<file path="src/sv/frnc_pkg.sv">
package frnc_pkg;

    typedef enum logic [1:0] {
        VERDICT_SAME  = 2'd0,
        VERDICT_WRITE = 2'd1,
        VERDICT_ERASE = 2'd2
    } verdict_t;

    typedef enum logic [1:0] {
        CLS_SAME  = 2'd0,
        CLS_WRITE = 2'd1,
        CLS_ERASE = 2'd2
    } byte_class_t;

    typedef struct packed {
        byte_class_t cls;
        logic        last;
    } byte_info_t;

    localparam int DIFF_W = 16;

    typedef struct packed {
        verdict_t            verdict;
        logic [DIFF_W-1:0]   first_diff;
        logic [DIFF_W-1:0]   last_diff;
    } result_t;

endpackage

</file>
<file path="src/sv/frnc_queue.sv">
module frnc_queue #(
    parameter int WIDTH = 8,
    parameter int DEPTH = 2
) (
    input  logic             clk,
    input  logic             rst_n,
    input  logic             push,
    input  logic [WIDTH-1:0] wdata,
    output logic             full,
    input  logic             pop,
    output logic [WIDTH-1:0] rdata,
    output logic             empty
);

    // DEPTH is a power of two, so the pointers wrap on their own.
    localparam int PTR_W = $clog2(DEPTH);
    localparam int CNT_W = $clog2(DEPTH + 1);

    logic [WIDTH-1:0] mem_reg [DEPTH];
    logic [PTR_W-1:0] wr_ptr_reg;
    logic [PTR_W-1:0] wr_ptr_next;
    logic [PTR_W-1:0] rd_ptr_reg;
    logic [PTR_W-1:0] rd_ptr_next;
    logic [CNT_W-1:0] count_reg;
    logic [CNT_W-1:0] count_next;
    logic             do_push;
    logic             do_pop;

    assign full    = (count_reg == CNT_W'(DEPTH));
    assign empty   = (count_reg == '0);
    assign do_push = push && !full;
    assign do_pop  = pop && !empty;
    assign rdata   = mem_reg[rd_ptr_reg];

    always_comb
    begin
        wr_ptr_next = do_push ? wr_ptr_reg + PTR_W'(1) : wr_ptr_reg;
        rd_ptr_next = do_pop ? rd_ptr_reg + PTR_W'(1) : rd_ptr_reg;
        count_next  = count_reg;
        if (do_push && !do_pop)
        begin
            count_next = count_reg + CNT_W'(1);
        end
        else if (do_pop && !do_push)
        begin
            count_next = count_reg - CNT_W'(1);
        end
    end

    always_ff @(posedge clk)
    begin
        if (do_push)
        begin
            mem_reg[wr_ptr_reg] <= wdata;
        end
    end

    always_ff @(posedge clk or negedge rst_n)
    begin
        if (!rst_n)
        begin
            wr_ptr_reg <= '0;
            rd_ptr_reg <= '0;
            count_reg  <= '0;
        end
        else
        begin
            wr_ptr_reg <= wr_ptr_next;
            rd_ptr_reg <= rd_ptr_next;
            count_reg  <= count_next;
        end
    end

    a_count_bound: assert property (@(posedge clk) disable iff (!rst_n)
        count_reg <= CNT_W'(DEPTH))
        else $error("queue count exceeds depth");

    a_count_grow: assert property (@(posedge clk) disable iff (!rst_n)
        do_push && !do_pop |=> count_reg == $past(count_reg) + CNT_W'(1))
        else $error("queue count did not grow on a lone push");

endmodule

</file>
<file path="src/sv/frnc_front.sv">
module frnc_front #(
    parameter int OFFSET_WIDTH = 16
) (
    input  logic                    clk,
    input  logic                    rst_n,
    input  logic                    push,
    output logic                    full,
    input  logic [7:0]              flash_byte,
    input  logic [7:0]              wanted_byte,
    input  logic                    last_byte,
    input  logic                    q_full,
    output logic                    q_push,
    output frnc_pkg::byte_info_t    q_info,
    output logic [OFFSET_WIDTH-1:0] q_offset
);

    import frnc_pkg::*;

    logic [OFFSET_WIDTH-1:0] offset_reg;
    logic [OFFSET_WIDTH-1:0] offset_next;
    logic                    accept;
    byte_class_t             cls;

    assign full   = q_full;
    assign accept = push && !q_full;
    assign q_push = accept;

    // A byte is program-only when programming only has to clear flash bits.
    always_comb
    begin
        if (flash_byte == wanted_byte)
        begin
            cls = CLS_SAME;
        end
        else if ((wanted_byte & flash_byte) == wanted_byte)
        begin
            cls = CLS_WRITE;
        end
        else
        begin
            cls = CLS_ERASE;
        end
    end

    assign q_info.cls  = cls;
    assign q_info.last = last_byte;
    assign q_offset    = offset_reg;

    always_comb
    begin
        offset_next = offset_reg;
        if (accept)
        begin
            if (last_byte)
            begin
                offset_next = '0;
            end
            else if (offset_reg != '1)
            begin
                offset_next = offset_reg + OFFSET_WIDTH'(1);
            end
        end
    end

    always_ff @(posedge clk or negedge rst_n)
    begin
        if (!rst_n)
        begin
            offset_reg <= '0;
        end
        else
        begin
            offset_reg <= offset_next;
        end
    end

    a_offset_step: assert property (@(posedge clk) disable iff (!rst_n)
        accept && !last_byte && offset_reg != '1
        |=> offset_reg == $past(offset_reg) + OFFSET_WIDTH'(1))
        else $error("offset did not advance");

    a_offset_clear: assert property (@(posedge clk) disable iff (!rst_n)
        accept && last_byte |=> offset_reg == '0)
        else $error("offset not cleared after the final byte");

endmodule

</file>
<file path="src/sv/frnc_back.sv">
module frnc_back #(
    parameter int OFFSET_WIDTH = 16
) (
    input  logic                    clk,
    input  logic                    rst_n,
    input  logic                    in_empty,
    output logic                    in_pop,
    input  frnc_pkg::byte_info_t    in_info,
    input  logic [OFFSET_WIDTH-1:0] in_offset,
    input  logic                    out_full,
    output logic                    out_push,
    output frnc_pkg::result_t       out_result
);

    import frnc_pkg::*;

    verdict_t                run_verdict_reg;
    verdict_t                run_verdict_next;
    logic [OFFSET_WIDTH-1:0] first_reg;
    logic [OFFSET_WIDTH-1:0] first_next;
    logic [OFFSET_WIDTH-1:0] last_reg;
    logic [OFFSET_WIDTH-1:0] last_next;
    logic [31:0]             first_wide;
    logic [31:0]             last_wide;

    // Stalling on a full result queue keeps every transaction in order.
    assign in_pop   = !in_empty && !out_full;
    assign out_push = in_pop && in_info.last;

    always_comb
    begin
        run_verdict_next = run_verdict_reg;
        first_next       = first_reg;
        last_next        = last_reg;
        // Once an erase is needed the rest of the run changes nothing.
        if (run_verdict_reg != VERDICT_ERASE)
        begin
            case (in_info.cls)
                CLS_WRITE:
                begin
                    if (run_verdict_reg == VERDICT_SAME)
                    begin
                        first_next       = in_offset;
                        run_verdict_next = VERDICT_WRITE;
                    end
                    last_next = in_offset;
                end
                CLS_ERASE:
                begin
                    first_next       = in_offset;
                    run_verdict_next = VERDICT_ERASE;
                end
                default:
                begin
                end
            endcase
        end
    end

    assign first_wide = 32'(first_next);
    assign last_wide  = 32'(last_next);

    assign out_result.verdict    = run_verdict_next;
    assign out_result.first_diff = first_wide[DIFF_W-1:0];
    assign out_result.last_diff  = last_wide[DIFF_W-1:0];

    always_ff @(posedge clk or negedge rst_n)
    begin
        if (!rst_n)
        begin
            run_verdict_reg <= VERDICT_SAME;
            first_reg       <= '0;
            last_reg        <= '0;
        end
        else if (in_pop)
        begin
            if (in_info.last)
            begin
                run_verdict_reg <= VERDICT_SAME;
                first_reg       <= '0;
                last_reg        <= '0;
            end
            else
            begin
                run_verdict_reg <= run_verdict_next;
                first_reg       <= first_next;
                last_reg        <= last_next;
            end
        end
    end

    a_run_clear: assert property (@(posedge clk) disable iff (!rst_n)
        in_pop && in_info.last
        |=> run_verdict_reg == VERDICT_SAME && first_reg == '0 && last_reg == '0)
        else $error("run state not cleared after a result");

    a_erase_sticky: assert property (@(posedge clk) disable iff (!rst_n)
        run_verdict_reg == VERDICT_ERASE && !(in_pop && in_info.last)
        |=> run_verdict_reg == VERDICT_ERASE && $stable(first_reg) && $stable(last_reg))
        else $error("run state changed after an erase verdict");

endmodule

</file>
<file path="src/sv/flash_rewrite_need_check.sv">
// Path: a byte pair accepted by the front is registered in the middle queue, then popped by
// the back into the run accumulator; its final byte's pop writes the result into the result queue.
// Throughput: one byte pair per cycle unless a full queue stalls the input, with a combinational
// classify step; two-entry queues between the front, the back and the result side.
// Reset: rst_n clears the queues, the offset counter and the run state at once.
module flash_rewrite_need_check #(
    parameter int OFFSET_WIDTH = 16
) (
    input  logic        clk,
    input  logic        rst_n,
    input  logic        push,
    output logic        full,
    input  logic [7:0]  flash_byte,
    input  logic [7:0]  wanted_byte,
    input  logic        last_byte,
    output logic        empty,
    input  logic        pop,
    output logic [1:0]  verdict,
    output logic [15:0] first_diff,
    output logic [15:0] last_diff
);

    import frnc_pkg::*;

    localparam int INFO_W = $bits(byte_info_t);
    localparam int MID_W  = INFO_W + OFFSET_WIDTH;
    localparam int RES_W  = $bits(result_t);

    logic                    mid_push;
    logic                    mid_full;
    logic                    mid_pop;
    logic                    mid_empty;
    byte_info_t              front_info;
    logic [OFFSET_WIDTH-1:0] front_offset;
    logic [MID_W-1:0]        mid_rdata;
    byte_info_t              back_info;
    logic [OFFSET_WIDTH-1:0] back_offset;
    logic                    res_push;
    logic                    res_full;
    result_t                 back_result;
    logic [RES_W-1:0]        res_rdata;
    result_t                 head_result;

    frnc_front #(
        .OFFSET_WIDTH (OFFSET_WIDTH)
    ) u_front (
        .clk         (clk),
        .rst_n       (rst_n),
        .push        (push),
        .full        (full),
        .flash_byte  (flash_byte),
        .wanted_byte (wanted_byte),
        .last_byte   (last_byte),
        .q_full      (mid_full),
        .q_push      (mid_push),
        .q_info      (front_info),
        .q_offset    (front_offset)
    );

    frnc_queue #(
        .WIDTH (MID_W),
        .DEPTH (2)
    ) u_mid_queue (
        .clk   (clk),
        .rst_n (rst_n),
        .push  (mid_push),
        .wdata ({front_info, front_offset}),
        .full  (mid_full),
        .pop   (mid_pop),
        .rdata (mid_rdata),
        .empty (mid_empty)
    );

    assign back_info   = byte_info_t'(mid_rdata[OFFSET_WIDTH +: INFO_W]);
    assign back_offset = mid_rdata[OFFSET_WIDTH-1:0];

    frnc_back #(
        .OFFSET_WIDTH (OFFSET_WIDTH)
    ) u_back (
        .clk        (clk),
        .rst_n      (rst_n),
        .in_empty   (mid_empty),
        .in_pop     (mid_pop),
        .in_info    (back_info),
        .in_offset  (back_offset),
        .out_full   (res_full),
        .out_push   (res_push),
        .out_result (back_result)
    );

    frnc_queue #(
        .WIDTH (RES_W),
        .DEPTH (2)
    ) u_res_queue (
        .clk   (clk),
        .rst_n (rst_n),
        .push  (res_push),
        .wdata (back_result),
        .full  (res_full),
        .pop   (pop),
        .rdata (res_rdata),
        .empty (empty)
    );

    assign head_result = result_t'(res_rdata);
    assign verdict     = head_result.verdict;
    assign first_diff  = head_result.first_diff;
    assign last_diff   = head_result.last_diff;

endmodule

</file>
<file path="config.mk">
export PLATFORM = sky130hd
export DESIGN_NAME = flash_rewrite_need_check
export DESIGN_NICKNAME = d
export VERILOG_FILES = /design/src/sv/frnc_pkg.sv /design/src/sv/frnc_queue.sv /design/src/sv/frnc_front.sv /design/src/sv/frnc_back.sv /design/src/sv/flash_rewrite_need_check.sv
export SDC_FILE = /design/constraint.sdc
export NUM_CORES = 1
export LEC_CHECK = 0
export ABC_AREA = 1
export ABC_CLOCK_PERIOD_IN_PS = 5900
export BUFFER_PORTS_ARGS = -buffer_cell sky130_fd_sc_hd__buf_2
export CORE_ASPECT_RATIO = 1.2
export CORE_MARGIN = 4
export CORE_UTILIZATION = 30
export CTS_BUF_LIST = sky130_fd_sc_hd__clkbuf_8 sky130_fd_sc_hd__clkbuf_16
export CTS_CLUSTER_DIAMETER = 150
export DETAILED_ROUTE_END_ITERATION = 6
export PLACE_DENSITY_LB_ADDON = 0.08
export SYNTH_ARGS = -nofsm -noshare
export SYNTH_HDL_FRONTEND = slang
export SYNTH_HIERARCHICAL = 1
export SYNTH_SLANG_ARGS = --single-unit
</file>
<file path="constraint.sdc">
create_clock -name clk -period 5.9 [get_ports clk]
set_clock_uncertainty 0.1 [all_clocks]
set_input_delay 0.295 -clock clk [delete_from_list [all_inputs] [get_ports clk]]
set_output_delay 0.295 -clock clk [all_outputs]
set_load 0.05 [all_outputs]
</file>
==> metrics.txt <==
Slew @ Worst Pin=between 1 and 1.5 ns; DR vias=between 5k and 6k; largest net degree at the start of global routing=59; unrepaired setup endpoints after global routing=no; post_cts resized=0; io pins=57; top cells by area, synth=edfxtp_1 42%, nand2_1 19%, dfrtp_1 19%; Post-CTS Setup Inserts=0; Post-synth ARST share=0.3537; Post-synth EDFFs=106; max reg flops=68; Leak=0.004031 uW; # DRC=0; top cells by instance count after synthesis=394 x nand2_1, 106 x edfxtp_1, 64 x inv_1; Final WS setup=2.792 ns; met2 Use GR=0.2270; M3 GR Usage=0.02266; Yosys cell types=33; Synth-to-Final Area Change=14.53%; Min Clock Period, post-route=3.108 ns; layout cells sized above 1=0.1752; Worst slew margin=0.2603; Final Max Slew Viols=0; Finished Core Util=0.3516; Placeable Area=24910 sq um; drt via density=between 4 and 5; num rows=63; Setup CP Type=reg -> reg; CP endpoint kind=flop; synthesized area per cell=9.440 sq um; fmax=around 320 MHz; Clk pin slew, worst setup/hold paths=0.06 ns; pre-CTS setup slack=2.660 ns; status=finished clean; most common cell in the netlist=nand2_1; gr usage total=0.1285; max cap viols=0; initial antenna violation count=0; final count of hold timing violations=0; Max IR drop VDD=0.2113 mV; Die ar.=roughly 28000 sq um; PwrDens=574.4 nW/um^2; clk_lat worst skew=0.42 ns; TritonRoute pass-1 iters=4; Worst Setup Start Kind=flop; fin nets=900; Die Wd=153.7 microns; busiest grt layer=met2; syn nets=about 840; CTS Buf Count=17; buffers added on ports=56; Synthesis Warnings=6; Worst Path Required=5.84 ns; area share of the largest cell type after synthesis=0.4163; Hold Slack=0.01669 ns; Setup-failing EPs final=0; GP Congestion=0.7335; Final period util=0.5268; DPL Wire Length=11570 microns; sequential share of the synthesized area=0.6061; grt ovf=0; antenna cells=0; Syn Inst Count=810; Synth area leader=edfxtp_1; critical-path maximum fanout=34; Clock Path Buffers=2; Worst EP arrival=3.05 ns; CTS tree=built; Setup TNS=0 ns; vias in the first global route=between 5k and 6k; register bit total from synthesis=roughly 160; Initial DRC Count=290; Routed Wire Length=17570 microns; DIE HEIGHT=182.9 microns; antenna viol nets, final=0; first-pass GRT wire length=28400 microns; Starting Density=0.3070; H-tree depth=4; hold buffer count at CTS=2; Mapped Area=7646 sq um; Wirelength per Cell=14.59 microns; CTS root buf=clkbuf_16; Hold WC Path Type=in -> reg; Final Total Pwr=about 5000 uW; CTS sink cnt=about 160; met1 track demand over resource=0.1629; Synth Flop Type=edfxtp_1
## layout make-up
class	count	area, sq um
Tap cell	325	406.6
Clock buffer	18	439.2
Timing Repair Buffer	64	345.3
Clock inverter	14	127.6
Multi-Input combinational cell	549	2539
Sequential cell	164	4634
Inverter	70	265.3
Fill cell	2558	16150
## worst max-delay path: stages (launching register included)
cell and delay [ns]:
dfrtp_1 0.62, inv_1 0.58, nand2_1 0.12, nand2_1 0.10, inv_1 0.05, nor2_1 0.13, o21ai_1 0.14, nor2_4 0.85
## layout by cell type (no fill, tap or decap), types with 5 or more instances in the layout
cell         n
nand2_2     12
nor2_1      37
inv_2        5
buf_4        6
clkbuf_16   17
buf_2       56
edfxtp_1   106
inv_1       65
nand2_1    394
nand4_1      9
ha_1        13
o21ai_0      8
nand3_1     17
dfrtp_1     58
nor2_4       5
o21ai_2     25
inv_6        5
## cells by family after synthesis
family,count (synthesis),synth area share
AND/OR/NAND/NOR,495,0.2687
flip-flops,164,0.6061
buffers and inverters,97,0.06284
AO/OA/AOI/OAI,38,0.03764
adder cells (fa/ha/maj),13,0.02127
XOR/XNOR,3,0.003437
## path summary, 6_finish.rpt
kind / start / cells past startpoint / to / slack, ns
max: u_mid_queue/rd_ptr_reg / 7 / u_res_queue/mem_reg[1][31] / 2.79
min: pop / 3 / u_res_queue/rd_ptr_reg / 0.02
max reg2reg: u_mid_queue/rd_ptr_reg / 7 / u_res_queue/mem_reg[1][31] / 2.79
min reg2reg: u_mid_queue/wr_ptr_reg / 2 / u_mid_queue/wr_ptr_reg / 0.38
max in group asynchronous: rst_n / 3 / u_res_queue/count_reg[1] / 4.65
min in group asynchronous: rst_n / 3 / u_front/q_offset[0] / 0.50
## power breakdown
part	internal, uW	switching [uW]
logic	472	1650
clock network	597	466
registers	1680	169
total	2750	2280
## layer usage
layer  routed length, microns  up-vias
met3                      500       11
met5                        0        -
li1                         -     2693
met1                     7946     2497
met4                      148        0
met2                     8971       66
## stage by stage
stage	instances	cell area, sq um
after detailed placement	1170	8170
after global placement	1170	8170
final	1204	8757
after floorplan	810	7646
after CTS	1204	8757
after global routing	1204	8757
Note: power is estimated with default switching activity, not from simulation.
